===== config.mk =====
export PLATFORM = sky130hd
export DESIGN_NAME = flc_cell
export DESIGN_NICKNAME = d
export VERILOG_FILES = /design/src/flc_pkg.sv /design/src/flc_cell.sv
export SDC_FILE = /design/constraint.sdc
export NUM_CORES = 1
export LEC_CHECK = 0
export BUFFER_PORTS_ARGS = -buffer_cell sky130_fd_sc_hd__buf_2
export CORE_AREA = 2 2 191 193
export CTS_CLUSTER_SIZE = 24
export DETAILED_ROUTE_END_ITERATION = 10
export DIE_AREA = 0 0 193 195
export SYNTH_ARGS = -nofsm -noshare
export SYNTH_HDL_FRONTEND = slang
export SYNTH_SLANG_ARGS = --single-unit

===== constraint.sdc =====
create_clock -name clk -period 5.3 [get_ports clk]
set_input_delay 0.265 -clock clk [delete_from_list [all_inputs] [get_ports clk]]
set_output_delay 0.265 -clock clk [all_outputs]
set_load 0.05 [all_outputs]

===== src/flc_pkg.sv =====
// Shared types and constants for the FIFO TTL lookup cache.
package flc_pkg;

  localparam int ENTRIES    = 64;
  localparam int KEY_BITS   = 64;
  localparam int VALUE_BITS = 64;

  localparam int IDX_W  = $clog2(ENTRIES);
  localparam int TTL_W  = 31;
  localparam int TIME_W = 32;
  localparam int KEY_W  = 64;
  localparam int VAL_W  = 64;

  typedef enum logic {
    MODE_SEARCH = 1'b0,
    MODE_UPDATE = 1'b1
  } mode_t;

  typedef enum logic [2:0] {
    ST_MISS      = 3'd0,
    ST_EXPIRED   = 3'd1,
    ST_HIT_VAL   = 3'd2,
    ST_HIT_NOVAL = 3'd3,
    ST_STORED    = 3'd4,
    ST_REFUSED   = 3'd5
  } status_t;

  typedef enum logic [1:0] {
    OP_HOLD = 2'd0,
    OP_PUSH = 2'd1,
    OP_ROT  = 2'd2
  } cell_op_t;

  typedef struct packed {
    logic                  valid;
    logic                  has_value;
    logic [TIME_W-1:0]     stamp;
    logic [KEY_BITS-1:0]   key;
    logic [VALUE_BITS-1:0] value;
  } slot_t;

  typedef struct packed {
    mode_t             mode;
    logic [KEY_W-1:0]  key;
    logic [VAL_W-1:0]  value_in;
    logic              value_present;
    logic [TIME_W-1:0] now;
  } in_req_t;

  typedef struct packed {
    status_t          status;
    logic [VAL_W-1:0] value_out;
  } out_rsp_t;

endpackage


===== src/flc_cell.sv =====
// One slot of the chain: holds an entry, takes a push from below or a rotate from above.
module flc_cell import flc_pkg::*; (
  input  logic     clk,
  input  logic     rst_n,
  input  cell_op_t op,
  input  slot_t    prev_slot,
  input  slot_t    next_slot,
  output slot_t    q
);

  slot_t slot_r;
  slot_t slot_nxt;

  always_comb begin
    slot_nxt = slot_r;
    unique case (op)
      OP_HOLD: slot_nxt = slot_r;
      OP_PUSH: slot_nxt = prev_slot;
      OP_ROT:  slot_nxt = next_slot;
      default: slot_nxt = slot_r;
    endcase
  end

  // key and value need no reset: only read behind a valid entry
  always_ff @(posedge clk) begin
    slot_r.key   <= slot_nxt.key;
    slot_r.value <= slot_nxt.value;
    if (!rst_n) begin
      slot_r.valid     <= 1'b0;
      slot_r.has_value <= 1'b0;
      slot_r.stamp     <= '0;
    end else begin
      slot_r.valid     <= slot_nxt.valid;
      slot_r.has_value <= slot_nxt.has_value;
      slot_r.stamp     <= slot_nxt.stamp;
    end
  end

  assign q = slot_r;

endmodule


## Word level (Yosys, flattened, before mapping)

Index checks and enable logic that the tools add are counted.

- Input port bits: 328
- Bits in writable memories: 0
- Latch bits: 0
- Register bits after elaboration: 162
- Bits in read-only memories: 0
- Word-level logic and storage cells: 9
- Memories: 0

- Divide/modulo/power cells: 0
- Multiply operators: 0
- Multiplexer cells: 1
- Equality and inequality tests: 2
- Add/sub/neg operators: 0
- Bitwise operators: 0
- Magnitude comparators: 0
- Reduce and logical (&&, ||, !) cells: 1
- Shift operators: 0

Operators by type and width:

| kind | count |
|---|---|
| $pmux 162 s2 | 1 |
| $eq 2x1->1 const B | 1 |
| $eq 2x2->1 const B | 1 |
| $reduce_bool 2->1 | 1 |

## Depth between registers and ports, before layout

- Depth after elaboration: 2
- Depth in mapped cells: 6
- Gate-level depth less buffers: 4

## Worst setup path after synthesis

OpenSTA, ideal clock, no wires.

- Path type: input to register
- From: in op[0]
- To: reg slot_r (netlist bit q[0]) (enable)
- Stages on the path: 4
- Path slack: 0.316 ns
- Setup time: 0.543 ns
- Buffers on the path: 1
- Data arrival time: 4.441 ns
- Path through: inv_1 > ha_1 > inv_2 > clkbuf_1

- Word-level cells in the longest chain between the ends: 2
- Elaborated cells between the ends (all ways): 3
- Those cells by class: eq/ne: 2; reduce/logical: 1

RTL lines:

| what | RTL line | source |
|---|---|---|
| start: declaration | flc_cell.sv:5 | `input cell_op_t op,` |
| $eq 2x2->1 / $eq 2x1->1 (equally long branches) | flc_cell.sv:16 | `unique case (op)` |
| $reduce_bool 2->1 (no line) (*) | -- |  |
| end: declaration | flc_cell.sv:11 | `slot_t slot_r;` |

Mark *: on every way between the ends. The rest lies on a longest branch, timed or not.
A chain may end at the register's enable or synchronous reset.

==> flow_summary.yaml <==
grt:
  grt_start_max_net_pins: 85
  use_met1_pct: 13.04
  antenna_found_initial: 1
  grt-ovfl-total: 0
  grt_usage_pct: 11.76
  gr-usage-met3_pct: 3.469
  grt.busiest_layer: "met2"
  grt_pass1_vias: 5473
  met2_usage_pct: 21.31
  grt_first_pass_wirelength_mm: 32.20
place:
  gp_congestion: 0.7548
  port_buffers: 489
  hpwl_mm: 18.02
  post_dp_cell_area_mm2: 0.009887
timing:
  slew_headroom_pct: 37.11
  fmax_mhz: 537.0
  setup_viol: 0
  fin_crit_ns: 1.862
  final-max-slew-violation-count: 0
  worst_clock_skew_ns: 0
  min_period_over_period_pct: 35.13
  setup_tns_ns: 0
  rsz0062_at_grt: "false"
  worstMarginPinSlew_ns: 0.9376
  hold_viol_final: 0
yosys:
  synth_area_mm2: 0.007005
  yosys-top-cells-area: "edfxtp_1, mux2_2, dfxtp_1"
  yosysWarnings: 0
  synth_compound_gate_area_share_pct: 3.644
  synth_top_area_cell: "edfxtp_1"
  synth_cell_types: 14
  synth_top_family_by_area: "multiplexers"
  synth_fa_ha_area_share_pct: 0.1786
  synth_xor_area_share_pct: 0
  avgSynthCellArea_um2: 16.56
  synth_cells: 423
  syn_nets: 752
  ys_seq_area_share_pct: 64.58
  synth_top_area_share_pct: 54.87
  muxShareOfSynthArea_pct: 25.43
  synthSimpleGateAreaFrac_pct: 3.036
  ys_ff_latch: 162
power:
  p_int_uw: 2532
  comb_power_share_pct: 29.1
  p_sw_uw: 1460
  power_frac_seq_pct: 40.8
  clkPwrFrac_pct: 30.1
  irDropWorstVdd_uv: 217.2
  p_leak_uw: 0.004527
  swShare_pct: 36.57
  power_density_mw_per_mm2: 382.1
critical_path:
  arrival_ns: 2.04
  r2r_setup_slack_ns: 4.51
  startpoint_type: "primary input"
  critPathRequiredTime_ns: 5.48
  cp-end-kind: "flop"
  critPathKind: "in2reg"
  path_max_fanout: 63
clocking:
  cts_hold_buffers: 0
  clock_tree.root_cell: "clkbuf_16"
  cts_resized: 0
  max-clock-path-buffers: 2
  numCtsBuffers: 17
  insertion_delay_ns: 0.43
  cts_sinks: 162
  cts_tree: "built"
  clk_pin_slew_ns: 0.07
  cts.htree.levels: 4
  cts_setup_buffers: 0
die:
  io-pin-count: 490
  die_h_um: 195
  die_area_mm2: 0.03764
  die_w_um: 193
  initial_utilization_pct: 19.79
  rows: 69
  core_area_mm2: 0.03540
routing:
  ant_nets: 0
  dr.pass1.iters: 4
  drt_drc_violations_left: 0
  dr.first_iter.drc_count: 209
  num_vias: 5392
  viasPerCell: 3.902
  drt-total-wl_mm: 23.46
  routedWlPerCell_um: 16.98
layout:
  area_growth_syn_to_layout_pct: 49.15
  design_area_mm2: 0.01045
  largest_register_ffs: 162
  drive_above_1_share_pct: 70.87
  num-fill-cells: 3706
  final_nets: 1236
flow_run:
  cap_violations: 0
run_status:
  status: "finished, final reports clean"
min_path:
  hp-class: "in2reg"
## kinds of logic after synthesis
logic type               Yosys count
AO/OA/AOI/OAI                     34
adder cells (fa/ha/maj)            1
buffers and inverters             30
flip-flops                       162
multiplexers                     162
AND/OR/NAND/NOR                   34
## critical path, stage by stage
cell and delay, ns:
buf_2 0.10, inv_1 0.09, ha_4 0.33, buf_4 0.72, mux2_2 0.42
## power groups by stage
stage                     Clock (uW)  Sequential (uW)  Combinational, uW
after global routing            1300             1650               1210
after floorplan                    0             2270                204
after global placement             0             1660               1170
after CTS                       1260             1630               1180
after detailed placement           0             1660               1170
final                           1200             1630               1160
## layout make-up
cell class | count | area, um^2 | share of cell area, %
clock inverter | 14 | 130.1 | 1.245
sequential | 162 | 4524 | 43.30
antenna | 1 | 2.502 | 0.02395
multi-input combinational | 231 | 2275 | 21.77
inverter | 3 | 16.27 | 0.1557
clock buffer | 18 | 429.2 | 4.107
tap | 461 | 576.8 | 5.520
timing repair buffer | 492 | 2495 | 23.88
## placed cells by master (no fill, tap or decap)
cell type | synthesis | layout
a211oi_1 | 34 | 34
buf_12 | 0 | 2
buf_2 | 4 | 489
buf_4 | 1 | 1
bufinv_16 | 0 | 1
clkbuf_1 | 9 | 1
clkbuf_16 | 0 | 17
clkinv_1 | 1 | 2
clkinv_2 | 0 | 2
clkinv_4 | 0 | 3
clkinvlp_4 | 0 | 3
dfxtp_1 | 34 | 34
diode_2 | 0 | 1
edfxtp_1 | 128 | 128
ha_4 | 0 | 1
inv_1 | 1 | 1
inv_6 | 0 | 4
inv_8 | 0 | 1
mux2_2 | 128 | 128
mux2i_1 | 34 | 34
nor2b_1 | 34 | 34
## layer usage
metal  vias up  wire [um]
met4         0        247
met3        13       1896
li1       2595          -
met1      2491       9155
met5         -          0
met2       293      12160
## per-stage QoR
step	worst slack (ns)	std cells	util (%)	total power, uW	hold slack [ns]
finish	3.438	1382	29.52	3992	0.1254
global route	3.369	1382	29.52	4165	0.09909
CTS	3.497	1381	29.51	4069	0.08832
detailed placement	3.017	1349	27.93	2832	0.5011
global placement	3.034	1349	27.93	2828	0.4941
floorplan	0.3162	423	-	2475	0.4477
## synthesized netlist by cell type, drive strengths merged
master / number
dfxtp: 34
mux2i: 34
nor2b: 34
a211oi: 34
ha: 1
clkbuf: 9
buf: 18
clkinv: 1
edfxtp: 128
mux2: 128
inv: 2
## worst paths after layout
check | start | end | cells after the start
max | op[0] | q[73] | 5
min | next_slot[30] | q[30] | 2
max reg2reg | q[137] | q[137] | 2
min reg2reg | q[145] | q[145] | 2
Note: power is estimated with default switching activity, not from simulation.
