[config.mk]
export PLATFORM = sky130hd
export DESIGN_NAME = flc_ctrl
export DESIGN_NICKNAME = d
export VERILOG_FILES = /design/src/flc_pkg.sv /design/src/flc_ctrl.sv
export SDC_FILE = /design/constraint.sdc
export NUM_CORES = 1
export LEC_CHECK = 0
export BUFFER_PORTS_ARGS = -buffer_cell sky130_fd_sc_hd__buf_2
export CORE_AREA = 2 2 296 298
export DETAILED_ROUTE_END_ITERATION = 6
export DIE_AREA = 0 0 298 300
export GPL_TIMING_DRIVEN = 0
export HOLD_SLACK_MARGIN = 0.1
export PLACE_DENSITY = 0.38
export SYNTH_ARGS = -nofsm -noshare
export SYNTH_HDL_FRONTEND = slang
export SYNTH_SLANG_ARGS = --single-unit
[constraint.sdc]
create_clock -name clk -period 18.6 [get_ports clk]
set_clock_uncertainty 0.2 [all_clocks]
set_input_delay 5.58 -clock clk [delete_from_list [all_inputs] [get_ports clk]]
set_output_delay 5.58 -clock clk [all_outputs]
set_load 0.02 [all_outputs]
[src/flc_pkg.sv]
// Shared types and constants for the FIFO TTL lookup cache.
package flc_pkg;

  localparam int ENTRIES    = 64;
  localparam int KEY_BITS   = 64;
  localparam int VALUE_BITS = 64;

  localparam int IDX_W  = $clog2(ENTRIES);
  localparam int TTL_W  = 31;
  localparam int TIME_W = 32;
  localparam int KEY_W  = 64;
  localparam int VAL_W  = 64;

  typedef enum logic {
    MODE_SEARCH = 1'b0,
    MODE_UPDATE = 1'b1
  } mode_t;

  typedef enum logic [2:0] {
    ST_MISS      = 3'd0,
    ST_EXPIRED   = 3'd1,
    ST_HIT_VAL   = 3'd2,
    ST_HIT_NOVAL = 3'd3,
    ST_STORED    = 3'd4,
    ST_REFUSED   = 3'd5
  } status_t;

  typedef enum logic [1:0] {
    OP_HOLD = 2'd0,
    OP_PUSH = 2'd1,
    OP_ROT  = 2'd2
  } cell_op_t;

  typedef struct packed {
    logic                  valid;
    logic                  has_value;
    logic [TIME_W-1:0]     stamp;
    logic [KEY_BITS-1:0]   key;
    logic [VALUE_BITS-1:0] value;
  } slot_t;

  typedef struct packed {
    mode_t             mode;
    logic [KEY_W-1:0]  key;
    logic [VAL_W-1:0]  value_in;
    logic              value_present;
    logic [TIME_W-1:0] now;
  } in_req_t;

  typedef struct packed {
    status_t          status;
    logic [VAL_W-1:0] value_out;
  } out_rsp_t;

endpackage

[src/flc_ctrl.sv]
// Request sequencer: update check at the tail cell, search compare at the head cell, result register.
module flc_ctrl import flc_pkg::*; (
  input  logic             clk,
  input  logic             rst_n,
  input  logic             in_valid,
  output logic             in_stall,
  input  in_req_t          in_data,
  output logic             out_valid,
  input  logic             out_stall,
  output out_rsp_t         out_data,
  input  logic             cfg_we,
  input  logic [TTL_W-1:0] cfg_wdata,
  input  slot_t            head_slot,
  input  slot_t            tail_slot,
  output cell_op_t         op,
  output slot_t            push_slot
);

  typedef enum logic {
    S_IDLE,
    S_SEARCH
  } state_t;

  localparam logic [IDX_W-1:0] LAST_IDX = IDX_W'(ENTRIES - 1);

  state_t              state_r, state_nxt;
  logic                out_valid_r, out_valid_nxt;
  out_rsp_t            out_r, out_nxt;
  logic [TTL_W-1:0]    ttl_r, ttl_nxt;
  logic [IDX_W-1:0]    cnt_r, cnt_nxt;
  logic                found_r, found_nxt;
  logic [KEY_BITS-1:0] key_r, key_nxt;
  logic [TIME_W-1:0]   now_r, now_nxt;

  logic              in_acc;
  logic              out_free;
  logic              is_update;
  logic              tail_back;
  logic [TIME_W-1:0] tail_age;
  logic              refuse;
  logic              head_back;
  logic [TIME_W-1:0] head_age;
  logic              expired;
  logic              hit;
  out_rsp_t          hit_rsp;

  assign out_free  = !out_valid_r || !out_stall;
  assign in_stall  = !(state_r == S_IDLE && out_free);
  assign in_acc    = in_valid && !in_stall;
  assign is_update = (in_data.mode == MODE_UPDATE);

  // age is unsigned: a stamp ahead of now is caught by a separate compare, never expires and always refuses
  assign tail_back = in_data.now < tail_slot.stamp;
  assign tail_age  = in_data.now - tail_slot.stamp;
  assign refuse    = tail_back || (tail_age < TIME_W'(ttl_r));

  assign head_back = now_r < head_slot.stamp;
  assign head_age  = now_r - head_slot.stamp;
  assign expired   = !head_back && (head_age > TIME_W'(ttl_r));
  assign hit       = !found_r && head_slot.valid && (head_slot.key == key_r);

  always_comb begin
    hit_rsp.value_out = '0;
    if (expired) begin
      hit_rsp.status = ST_EXPIRED;
    end else if (head_slot.has_value) begin
      hit_rsp.status    = ST_HIT_VAL;
      hit_rsp.value_out = VAL_W'(head_slot.value);
    end else begin
      hit_rsp.status = ST_HIT_NOVAL;
    end
  end

  always_comb begin
    push_slot.valid     = 1'b1;
    push_slot.has_value = in_data.value_present;
    push_slot.stamp     = in_data.now;
    push_slot.key       = in_data.key[KEY_BITS-1:0];
    push_slot.value     = in_data.value_present ? in_data.value_in[VALUE_BITS-1:0] : '0;
  end

  always_comb begin
    if (in_acc && is_update && !refuse) begin
      op = OP_PUSH;
    end else if (state_r == S_SEARCH) begin
      op = OP_ROT;
    end else begin
      op = OP_HOLD;
    end
  end

  always_comb begin
    state_nxt     = state_r;
    out_valid_nxt = out_valid_r;
    out_nxt       = out_r;
    ttl_nxt       = ttl_r;
    cnt_nxt       = cnt_r;
    found_nxt     = found_r;
    key_nxt       = key_r;
    now_nxt       = now_r;

    if (cfg_we) begin
      ttl_nxt = cfg_wdata;
    end
    if (out_valid_r && !out_stall) begin
      out_valid_nxt = 1'b0;
    end

    unique case (state_r)
      S_IDLE: begin
        if (in_acc) begin
          if (is_update) begin
            out_valid_nxt     = 1'b1;
            out_nxt.status    = refuse ? ST_REFUSED : ST_STORED;
            out_nxt.value_out = '0;
          end else begin
            state_nxt         = S_SEARCH;
            key_nxt           = in_data.key[KEY_BITS-1:0];
            now_nxt           = in_data.now;
            cnt_nxt           = '0;
            found_nxt         = 1'b0;
            out_nxt.status    = ST_MISS;
            out_nxt.value_out = '0;
          end
        end
      end
      S_SEARCH: begin
        // newest entry sits at the head; the ring turns once per search request
        if (hit) begin
          found_nxt = 1'b1;
          out_nxt   = hit_rsp;
        end
        cnt_nxt = cnt_r + IDX_W'(1);
        if (cnt_r == LAST_IDX) begin
          state_nxt     = S_IDLE;
          out_valid_nxt = 1'b1;
        end
      end
      default: state_nxt = S_IDLE;
    endcase
  end

  always_ff @(posedge clk) begin
    if (!rst_n) begin
      state_r     <= S_IDLE;
      out_valid_r <= 1'b0;
      ttl_r       <= '0;
      cnt_r       <= '0;
      found_r     <= 1'b0;
    end else begin
      state_r     <= state_nxt;
      out_valid_r <= out_valid_nxt;
      ttl_r       <= ttl_nxt;
      cnt_r       <= cnt_nxt;
      found_r     <= found_nxt;
      out_r       <= out_nxt;
      key_r       <= key_nxt;
      now_r       <= now_nxt;
    end
  end

  assign out_valid = out_valid_r;
  assign out_data  = out_r;

  a_search_no_out: assert property (@(posedge clk) disable iff (!rst_n)
    state_r == S_SEARCH |-> !out_valid_r)
    else $error("result pending during search");

  a_update_result: assert property (@(posedge clk) disable iff (!rst_n)
    in_acc && is_update |=> out_valid_r &&
      (out_r.status == ST_STORED || out_r.status == ST_REFUSED))
    else $error("update gave no store/refuse result");

  a_search_enters: assert property (@(posedge clk) disable iff (!rst_n)
    in_acc && !is_update |=> state_r == S_SEARCH && cnt_r == '0 && !found_r)
    else $error("search did not start cleanly");

  a_value_zero: assert property (@(posedge clk) disable iff (!rst_n)
    out_valid_r && out_r.status != ST_HIT_VAL |-> out_r.value_out == '0)
    else $error("value returned without a valued hit");

  a_no_push_in_search: assert property (@(posedge clk) disable iff (!rst_n)
    state_r == S_SEARCH |-> op == OP_ROT)
    else $error("chain not rotating during search");

endmodule
Yosys cells after proc, flatten, opt, wreduce, memory -nomap -nowiden
Index checks and enable logic that the tools add are counted.
{"block": "totals", "reg_bits": 203, "inputBits": 522, "out_inout_bits": 233}
{"block": "op_classes", "magnitude_cmp": 4, "bitwise": 2, "addsub": 3, "eq_ne": 5, "mux": 28, "n_reduce_logical": 20}
{"op": "2-to-1 mux 67 bit", "n": 3}
{"op": "2-to-1 mux 64 bit", "n": 3}
{"op": "one-hot mux 67 bit (2 select lines)", "n": 1}
{"op": "equality test 64 bit", "n": 1}
{"op": "< comparator 32 bit", "n": 2}
{"op": "subtractor 32 bit", "n": 2}
{"op": "greater-than comparator 32 x 31 -> 1 bit", "n": 1}
{"op": "< comparator 32 x 31 -> 1 bit", "n": 1}
{"op": "2-to-1 mux 1 bit", "n": 12}
{"op": "2-to-1 mux 6 bit", "n": 2}
{"op": "one-hot mux 6 bit (2 select lines)", "n": 1}
{"op": "logical AND 1 bit", "n": 8}
{"op": "adder 6 x 1 -> 6 bit, second input constant", "n": 1}
{"op": "equality test 6 bit, second input constant", "n": 1}
{"op": "logical NOT 1 bit", "n": 6}
{"op": "2-to-1 mux 2 bit", "n": 3}
{"op": "one-hot mux 1 bit (2 select lines)", "n": 3}
{"op": "AND reduction 3 bit", "n": 2}
{"op": "inequality test 2 bit, second input constant", "n": 2}
{"op": "AND reduction 4 bit", "n": 1}
{"op": "logical OR 1 bit", "n": 2}
{"op": "inequality test 2 x 1 -> 1 bit, second input constant", "n": 1}
{"op": "inverter 1 bit", "n": 2}
{"op": "AND reduction 2 bit", "n": 1}

Longest topological paths before layout
Gate-level depths: netlist of run 1.
{"block": "depth", "word_depth": 7, "ltp_mapped": 23}

Worst setup path after synthesis of run 1
Ideal clock, no wire load.
{"block": "synth_path", "kind": "in2out", "from": "in in_data[0] in the netlist's numbering", "to": "out op[0]", "slack_ps": 3456, "t_arrival_ps": 9364, "path_stages": 21, "required_time_ps": 12820, "cell_sequence": "inv_1 -> ha_1 -> inv_1 -> fa_1 -> a211oi_1 -> o21ai_1 -> a21oi_1 -> nor2_1 -> a21oi_1 -> nand2b_1 -> a21oi_1 -> xnor2_1 -> ha_1 -> a41o_1 -> a21o_1 -> a2111oi_0 -> o221ai_1 -> a41o_1 -> o31a_1 -> o21a_1 -> and2_1"}
{"block": "synth_between", "elab_chain_cells": 6, "word_cells_on_any_way": 7, "classes_between": "1 x add/sub; 2 x order compare; 1 x mux; 3 x reduce/logical"}
{"item": "start, declared", "line_no": "flc_ctrl.sv:7", "source": "input in_req_t in_data,"}
{"item": "subtractor 32 bit", "line_no": "flc_ctrl.sv:54", "source": "assign tail_age = in_data.now - tail_slot.stamp;"}
{"item": "< comparator 32 x 31 -> 1 bit", "line_no": "flc_ctrl.sv:55", "source": "assign refuse = tail_back || (tail_age < TIME_W'(ttl_r));"}
{"item": "logical OR 1 bit (*)", "line_no": "flc_ctrl.sv:55"}
{"item": "logical NOT 1 bit (*)", "line_no": "flc_ctrl.sv:83", "source": "if (in_acc && is_update && !refuse) begin"}
{"item": "logical AND 1 bit (*)", "line_no": "flc_ctrl.sv:83"}
{"item": "2-to-1 mux 2 bit (*)", "line_no": "flc_ctrl.sv:83"}
{"item": "end, declared", "line_no": "flc_ctrl.sv:15", "source": "output cell_op_t op,"}
Mark *: on every way between the ends. The rest lies on a longest branch, timed or not.

Worst setup path in the final report of run 1
Same ends and word-level chain as after synthesis.

==> flow_summary.json, run 1 <==
{
  "status": "completed",
  "synthCells": 1344,
  "cts-buffers-inserted": 29,
  "hpwl_um": 47500,
  "post-cts-setup-buffers": 0,
  "clockPowerShare_pct": 37.2,
  "area_growth_pct": 40.6,
  "cts_buffer_depth": 3,
  "first_pass_iters": 4,
  "end_kind": "primary output",
  "via_per_inst": 3.81,
  "drcViolationCount": 0,
  "crit_buf_inv": 4,
  "power_mw": 1.42,
  "post-synth-top-area-fraction_pct": 35.8,
  "ff_latch_area_um2": 5700,
  "synthFlopType": "edfxtp_1",
  "path_max_fanout": 4,
  "final_area_um2": 19200,
  "synth_fa_ha_area_share_pct": 11.8,
  "rsz0062_at_grt": "false",
  "cts_resized": 0,
  "crit_top_cell": "a21oi_1",
  "switchingPower_mw": 0.439,
  "syn-num-nets": 1994,
  "grtUsageMet2_pct": 22.3,
  "dieArea_um2": 89400,
  "grt-busiest-layer": "met2",
  "fin_hold_ws_ps": 274,
  "slew_headroom_pct": 36.9,
  "period_minus_slack_ps": 16530,
  "grt_pass1_wl_um": 78800,
  "finalSetupTns_ps": 0,
  "max-vdd-ir-drop_mv": 0.0650,
  "core_area_um2": 86200,
  "ant_nets": 0,
  "fin_crit_sh_pct": 88.9,
  "hold_buffers": 0,
  "synth_area_leaders": "edfxtp_1, ha_1, and2_1",
  "leakagePower_nw": 8.83,
  "critical-path-max-stage-delay_ps": 570,
  "critPathRequiredTime_ps": 12820,
  "grt_max_degree": 56,
  "synth_seq_cells": 203,
  "finalSetupViolations": 0,
  "hold_viol": 0,
  "cp_slowest_cell": "a2111oi_0",
  "use_met3_pct": 2.44,
  "drv_cap": 0,
  "intPower_mw": 0.979,
  "crit_path_start_kind": "primary input",
  "dieHeight_um": 300,
  "portBuffers": 621,
  "slew_violations": 0,
  "async_flop_share_pct": 0,
  "yosysSeqAreaShare_pct": 41.7,
  "cts_tree": "done",
  "grtUsageTotal_pct": 11.7,
  "grt_util_met1_pct": 13.2,
  "tightestPinTransition_ps": 947,
  "synth_edf_count": 163,
  "synth-xor-area-share_pct": 6.61,
  "synth_area_um2": 13700,
  "synth_top_area_cell": "edfxtp_1",
  "rows": 108,
  "hold_class": "reg -> reg",
  "multiInputGateArea_um2": 6620,
  "synth.mux.area_fraction_pct": 2.27,
  "clock_sinks": 203,
  "synth_compound_area_share_pct": 12.4,
  "cts_root_buf": "clkbuf_16",
  "n_fill_cell": 9523,
  "overflow": 0,
  "fp.dieW_um": 298,
  "worstSkewPairLatency_ps": 590,
  "clkTransAtPathRegs_ps": 50,
  "p_seq_share_pct": 36.5,
  "synth_area_per_cell_um2": 10.2,
  "crit_arrival_ps": 10750,
  "htree_levels": 1,
  "initial_core_util_pct": 15.8,
  "synth_top_family_by_area": "simple AND/OR/NAND/NOR gates",
  "yosysWarnings": 0,
  "synth-simple-area-share_pct": 15.2,
  "drt_iter0_drc": 473,
  "grt_pass1_vias": 12600,
  "power.density_nw_per_um2": 73.8,
  "cp_top_family": "compound AO/OA/AOI/OAI gates",
  "wirelength_um": 54800,
  "gp_congestion": 0.957,
  "wire_per_inst_um": 17.2,
  "ios": 755,
  "drive_above_1_share_pct": 38.5,
  "swShare_pct": 30.9,
  "postLayoutCoreUtil_pct": 22.3,
  "crit_type": "in -> out",
  "pwr-share-comb_pct": 26.3,
  "vias": 12100,
  "synth_cell_type_count": 65,
  "nets": 2649,
  "path_cells": "buf_2 -> inv_1 -> ha_1 -> inv_1 -> fa_1 -> a211oi_1 -> o21ai_1 -> a21oi_1 -> nor2_1 -> a21oi_1 -> nand2b_1 -> a21oi_1 -> xnor2_1 -> ha_1 -> a41o_1 -> a21o_1 -> a2111oi_0 -> o221ai_1 -> a41o_1 -> o31a_1 -> o21a_1 -> and2_1 -> buf_2",
  "fmax_mhz": 60.5,
  "grt_antenna_before_repair": 25,
  "placed_cell_area_um2": 18300
}
## flip-flops by register name, summed over array words and instances (netlist names)
signal,flops
out_data,67
found_r,1
out_valid,1
state_r,1
now_r,32
cnt_r,6
key_r,64
ttl_r,31
## power by group through the flow
stage	Clock (mW)	Combinational (mW)	Sequential, mW
6_report	0.528	0.372	0.517
5_1_grt	0.570	0.417	0.519
4_1_cts	0.553	0.380	0.518
3_5_place_dp	0	0.377	0.527
3_3_place_gp	0	0.373	0.530
2_1_floorplan	0	0.221	0.537
## worst register-to-register path, cell delays in order (launching register included)
cell and delay, ps:
edfxtp_1 380, ha_1 270, nor2b_1 140, o31a_1 290, o41a_1 370, a31oi_1 560
o21ai_0 320, a31oi_1 350, o21bai_1 110, a21oi_1 180, xnor2_1 120, ha_1 320
nand4_1 160, nor4_1 740, o211ai_1 340, o2111ai_1 210, nand2_1 200, nand3b_1 200
a31oi_2 120, buf_4 200, buf_6 150, and2_1 180
## cell type report
cell class	instances	area share [%]
antenna	5	0.0652
buffer	125	4.58
clock buffer	39	4.08
clock inverter	13	0.554
inverter	127	2.48
multi-input combinational	889	34.5
sequential	203	29.7
tap	1155	7.53
timing repair buffer	624	16.6
## layer usage
layer | vias to the layer above | part of all wire (%)
li1 | 5959 | -
met2 | 406 | 52
met1 | 5651 | 39
met5 | - | 0.23
met4 | 18 | 2.0
met3 | 79 | 6.2
## cells in the mapped netlist, drive strengths merged (4+ instances only)
library cell    n
mux2i          31
buf           105
edfxtp        163
ha            126
nor2b          44
nand4          19
dfxtp          40
a21boi          6
nand2b          9
a221oi          5
o2bb2ai         4
a21oi          84
xor2           53
a2111oi         4
nor4           14
inv           126
clkbuf         20
nand3          20
a211oi         11
nand3b          4
o21bai          8
and3           11
a21o           35
a31oi          11
nor2           54
o21a           17
o211ai         10
o22ai           5
xnor2          50
o21ai          32
nand2          34
and2          136
nor3           10
## per-stage QoR
stage / worst slack (ps) / cells
4_1_cts: 2070 / 3175
5_1_grt: 1740 / 3177
3_5_place_dp: 2100 / 3123
3_3_place_gp: 2070 / 3120
6_report: 2070 / 3180
2_1_floorplan: 3460 / 1344
## layout by cell type, fill, tap and decap left out, types with 11 or more instances in the layout
cell,instances
buf_2,622
edfxtp_1,163
and2_1,135
inv_1,126
ha_1,126
buf_4,99
a21oi_1,84
nor2_1,54
xor2_1,53
xnor2_1,50
nor2b_1,44
dfxtp_1,40
a21o_1,35
nand2_1,34
mux2i_1,31
clkbuf_16,29
clkbuf_1,28
o21ai_0,25
nand3_1,20
nand4_1,19
o21a_1,17
nor4_1,14
and3_1,11
a211oi_1,11
## cell families (layout without fill, tap and decap cells)
family / after synthesis / count (layout)
other cells: 1 / 6
buf+inv: 252 / 928
flops: 203 / 203
compound gates: 259 / 259
mux: 31 / 31
simple gates: 367 / 367
fa+ha+maj: 128 / 128
xor+xnor: 103 / 103
## final timing paths
check                                             endpoint  slack, ps  cells after the start                  from
worst max-delay path                                 op[0]       2070                     23            in_data[0]
worst min-delay path                  found_r$_SDFFE_PN0P_        270                      2  found_r$_SDFFE_PN0P_
worst max register to register  out_data[29]$_SDFFCE_PP0P_      12270                     21    now_r[1]$_DFFE_PP_
worst min register to register        found_r$_SDFFE_PN0P_        270                      2  found_r$_SDFFE_PN0P_
(Power assumes the default switching activity.)
==> run 2: changes to the inputs <==
PLACE_DENSITY = not set   (was 0.38)
PLACE_DENSITY_LB_ADDON = 0.08   (was not set)
==> flow_summary.json, run 2 (same netlist as run 1, synthesis figures left out) <==
{
  "drt_iter0_drc": 502,
  "nets": 2650,
  "gp_congestion": 0.927,
  "cts_resized": 0,
  "leakagePower_nw": 8.86,
  "drcViolationCount": 0,
  "worst_r2r_startpoint": "now_r[1]$_DFFE_PP_",
  "layout_commonest_cell": "buf_2",
  "ff2ff_setup_slack_ps": 12130,
  "period_minus_slack_ps": 16470,
  "htree_levels": 1,
  "slew_headroom_pct": 40.8,
  "cts_buffer_depth": 3,
  "ios": 755,
  "grt_antenna_before_repair": 16,
  "initial_core_util_pct": 15.8,
  "finalSetupTns_ps": 0,
  "hold_class": "reg -> reg",
  "fp.dieW_um": 298,
  "hp-start": "found_r$_SDFFE_PN0P_",
  "n_fill_cell": 9500,
  "dp_slack_ps": 2070,
  "r2r_cells": 21,
  "placedCellCount": 3124,
  "core_area_um2": 86200,
  "rows": 108,
  "fin_ws_ps": 2130,
  "worstSkewPairLatency_ps": 600,
  "crit_type": "in -> out",
  "hpwl_um": 47900,
  "holdPathStages": 2,
  "power_mw": 1.46,
  "cts_tree": "done",
  "worstReg2RegEnd": "out_data[44]$_SDFFCE_PP0P_",
  "fmax_mhz": 60.7,
  "portBuffers": 621,
  "holdPathEnd": "found_r$_SDFFE_PN0P_",
  "hold_viol": 0,
  "dieHeight_um": 300,
  "grt_pass1_vias": 12500,
  "drive_above_1_share_pct": 38.4,
  "dieArea_um2": 89400,
  "post-cts-setup-buffers": 0,
  "fin_crit_sh_pct": 88.5,
  "max-vdd-ir-drop_mv": 0.0497,
  "tightestPinTransition_ps": 888,
  "cts-buffers-inserted": 29,
  "end_kind": "primary output",
  "clock_sinks": 203,
  "critPathRequiredTime_ps": 12820,
  "multiInputGateArea_um2": 6620,
  "drv_cap": 0,
  "wirelength_um": 56000,
  "status": "completed",
  "area_growth_pct": 41.2,
  "final_cell_mix": "buf_2, edfxtp_1, and2_1, inv_1, ha_1",
  "clkTransAtPathRegs_ps": 60,
  "crit_arrival_ps": 10690,
  "via_per_inst": 3.77,
  "vias": 12000,
  "crit_path_start_kind": "primary input",
  "finalSetupViolations": 0,
  "first_pass_iters": 4,
  "ff_latch_area_um2": 5700,
  "grt_max_degree": 50,
  "rsz0062_at_grt": "false",
  "layout.cells.non_filler": 3181,
  "path_max_fanout": 4,
  "grtUsageTotal_pct": 12.0,
  "overflow": 0,
  "wire_per_inst_um": 17.6,
  "hold_buffers": 0,
  "grt_pass1_wl_um": 80400,
  "cts_root_buf": "clkbuf_16",
  "ant_nets": 0,
  "slew_violations": 0,
  "postLayoutCoreUtil_pct": 22.4,
  "power.density_nw_per_um2": 75.9,
  "largest_reg_flops": 67
}
run 2: cell count changes in the layout (fill, tap and decap cells not counted), sizes merged:
| cell | change |
|---|---|
| clkbuf | -7 |
| clkinv | +6 |
| bufinv | +3 |
| diode | -2 |
| buf | +1 |
| clkinvlp | +1 |
| inv | -1 |
run 2: where the power goes:
group,total (mW),leakage (nW),internal [mW],switching (mW)
Clock,0.572,0.464,0.339,0.233
Combinational,0.374,6.56,0.161,0.213
Sequential,0.517,1.83,0.510,0.00654
Total,1.46,8.86,1.01,0.453
run 2: final cells by class:
type / count / area share (%)
sequential: 203 / 29.5
antenna: 3 / 0.0389
tap: 1155 / 7.50
buffer: 125 / 4.56
inverter: 127 / 2.47
clock inverter: 22 / 1.11
timing repair buffer: 625 / 16.6
clock buffer: 32 / 3.82
multi-input combinational: 889 / 34.3
run 2: critical path, stage by stage:
cell,delay (ps)
buf_2,130
inv_1,50
ha_1,150
inv_1,50
fa_1,420
a211oi_1,300
o21ai_1,210
a21oi_1,440
nor4bb_1,160
o31ai_1,420
a21oi_1,240
a311oi_1,380
xnor2_1,210
ha_1,310
a21oi_1,140
o21ai_0,80
a21oi_1,200
o221ai_1,160
a41o_1,270
o31a_1,280
o21a_1,200
and2_1,140
buf_2,170
run 2: worst max-delay path by stage:
stage          startpoint    end  slack (ps)  cells past startpoint
2_1_floorplan  in_data[0]  op[0]        3460                     21
3_3_place_gp   in_data[0]  op[0]        2020                     24
3_5_place_dp   in_data[0]  op[0]        2070                     24
4_1_cts        in_data[0]  op[0]        2060                     24
5_1_grt        in_data[0]  op[0]        1720                     24
6_report       in_data[0]  op[0]        2130                     23
run 2: through the flow:
| step | instance area [µm²] | hold slack [ps] |
|---|---|---|
| 6_report | 19300 | 275 |
| 5_1_grt | 19300 | 308 |
| 4_1_cts | 19300 | 285 |
| 3_5_place_dp | 18300 | 276 |
| 3_3_place_gp | 18200 | 267 |
| 2_1_floorplan | 13700 | 244 |
run 2: metal layers:
layer	vias up	global-route usage [%]	wire, µm
met2	385	23.1	29700
li1	5969	-	-
met4	16	2.23	773
met5	-	0	97
met3	56	2.59	3360
met1	5559	13.6	22100
==> run 3: changes to the inputs <==
BUFFER_PORTS_ARGS = not set   (was -buffer_cell sky130_fd_sc_hd__buf_2)
CORE_AREA = 2 2 297 299   (was 2 2 296 298)
DIE_AREA = 0 0 299 301   (was 0 0 298 300)
DONT_BUFFER_PORTS = 1   (was not set)
clock period = 18.5 ns   (was 18.6 ns; I/O delays follow)
==> flow_summary.json, run 3 (same netlist as run 1, synthesis figures left out) <==
{
  "status": "completed",
  "critical-path-max-stage-delay_ps": 450,
  "cts_resized": 0,
  "switchingPower_mw": 0.432,
  "holdPathEnd": "found_r$_SDFFE_PN0P_",
  "tightestPinTransition_ps": 944,
  "largest_reg_flops": 67,
  "drive_above_1_share_pct": 11.4,
  "holdPathStages": 2,
  "grt_antenna_before_repair": 16,
  "end_kind": "primary output",
  "grt_pass1_vias": 10300,
  "fin_hold_ws_ps": 271,
  "crit_buf_inv": 2,
  "finalSetupViolations": 0,
  "fmax_mhz": 61.5,
  "clkTransAtPathRegs_ps": 60,
  "hold_class": "reg -> reg",
  "intPower_mw": 0.968,
  "nets": 2028,
  "grt_max_degree": 50,
  "crit_arrival_ps": 10520,
  "clock_sinks": 203,
  "hold_buffers": 0,
  "path_max_fanout": 4,
  "worstReg2RegEnd": "out_data[33]$_SDFFCE_PP0P_",
  "ios": 755,
  "rows": 108,
  "htree_levels": 1,
  "finalSetupTns_ps": 0,
  "worst_r2r_startpoint": "now_r[1]$_DFFE_PP_",
  "ff2ff_setup_slack_ps": 11910,
  "post-cts-setup-buffers": 0,
  "area_growth_pct": 18.4,
  "crit_top_cell": "a21oi_1",
  "crit_type": "in -> out",
  "fin_crit_sh_pct": 87.9,
  "core_area_um2": 86500,
  "r2r_cells": 21,
  "cp_slowest_cell": "a21oi_1",
  "power_mw": 1.40,
  "grt_pass1_wl_um": 74900,
  "wire_per_inst_um": 21.4,
  "pwr-share-comb_pct": 20.9,
  "leakagePower_nw": 6.36,
  "hold_viol": 0,
  "portBuffers": 0,
  "first_pass_iters": 4,
  "drv_cap": 0,
  "n_fill_cell": 9597,
  "fp.dieW_um": 299,
  "layout_commonest_cell": "edfxtp_1",
  "drcViolationCount": 0,
  "max-vdd-ir-drop_mv": 0.0707,
  "cts_buffer_depth": 3,
  "path_cells": "inv_1 -> ha_1 -> inv_1 -> fa_1 -> a211oi_1 -> o21ai_1 -> a21oi_1 -> nor4bb_1 -> o31ai_1 -> a21oi_1 -> a311oi_1 -> nor3_1 -> xor2_1 -> ha_1 -> nand4_1 -> nor2_1 -> a21oi_1 -> o221ai_1 -> a41o_1 -> o31a_1 -> o21a_1 -> and2_1",
  "via_per_inst": 3.81,
  "period_minus_slack_ps": 16270,
  "dieArea_um2": 90000,
  "dieHeight_um": 301,
  "drt_iter0_drc": 469,
  "clockPowerShare_pct": 41.0,
  "gp_congestion": 0.744,
  "worstSkewPairLatency_ps": 610,
  "cp_top_family": "compound AO/OA/AOI/OAI gates",
  "wirelength_um": 54900,
  "cts_root_buf": "clkbuf_16",
  "slew_violations": 0,
  "overflow": 0,
  "hpwl_um": 46800,
  "critPathRequiredTime_ps": 12750,
  "p_seq_share_pct": 38.0,
  "grtUsageTotal_pct": 11.5,
  "swShare_pct": 30.9,
  "cts_tree": "done",
  "rsz0062_at_grt": "false",
  "ant_nets": 0,
  "final_cell_mix": "edfxtp_1, and2_1, inv_1, ha_1, buf_4",
  "multiInputGateArea_um2": 6620,
  "initial_core_util_pct": 15.8,
  "power.density_nw_per_um2": 86.6,
  "crit_path_start_kind": "primary input",
  "slew_headroom_pct": 36.5,
  "vias": 9761,
  "ff_latch_area_um2": 5700,
  "cts-buffers-inserted": 29,
  "hp-start": "found_r$_SDFFE_PN0P_"
}
[run 3: cell count changes in the layout (fill, tap and decap cells not counted), sizes merged]
cell,change
clkbuf,+9
buf,-622
inv,+1
bufinv,-2
diode,+2
clkinv,-8
[run 3: cell type report]
class | instances | share of cell area, %
Clock inverter | 13 | 0.859
Buffer | 125 | 5.44
Timing Repair Buffer | 3 | 0.465
Clock buffer | 41 | 5.08
Antenna cell | 5 | 0.0774
Inverter | 127 | 2.95
Sequential cell | 203 | 35.2
Tap cell | 1155 | 8.94
Multi-Input combinational cell | 889 | 40.9
[run 3: metrics by stage]
step | std cells | util, % | cell area (µm²) | worst slack (ps)
after floorplan | 1344 | - | 13700 | 3420
after global placement | 2499 | 17.5 | 15100 | 2060
after detailed placement | 2502 | 17.6 | 15200 | 2130
after global routing | 2556 | 18.7 | 16100 | 1760
after CTS | 2556 | 18.7 | 16100 | 2110
final | 2561 | 18.7 | 16200 | 2230
[run 3: worst max-delay path by stage]
| stage | from | to | cells past startpoint |
|---|---|---|---|
| detailed placement | in_data[0] | op[0] | 22 |
| floorplan | in_data[0] | op[0] | 21 |
| global placement | head_slot[91] | out_data[31]$_SDFFCE_PP0P_ | 8 |
| CTS | in_data[0] | op[0] | 22 |
| global route | in_data[0] | op[0] | 22 |
| finish | in_data[0] | op[0] | 22 |
[run 3: tightest hold or removal path: cells and delay by family, from the launching register on]
| kind | cells | cell delay (ps) |
|---|---|---|
| compound gates | 1 | 60 |
| flops | 1 | 310 |
| simple gates | 1 | 50 |
[run 3: routing by layer]
| metal | global-route usage (%) | vias to the layer above | share of wire [%] |
|---|---|---|---|
| met1 | 12.6 | 4581 | 38 |
| li1 | - | 4724 | - |
| met3 | 2.61 | 69 | 6.0 |
| met5 | 0 | - | 0.064 |
| met4 | 2.70 | 6 | 2.0 |
| met2 | 22.2 | 381 | 54 |
[run 3: power by group through the flow]
| stage | sequential [mW] | combinational, mW | clock (mW) |
|---|---|---|---|
| 4_1_cts | 0.534 | 0.301 | 0.602 |
| 3_5_place_dp | 0.543 | 0.300 | 0 |
| 3_3_place_gp | 0.547 | 0.299 | 0 |
| 6_report | 0.533 | 0.293 | 0.574 |
| 5_1_grt | 0.534 | 0.332 | 0.614 |
| 2_1_floorplan | 0.539 | 0.222 | 0 |
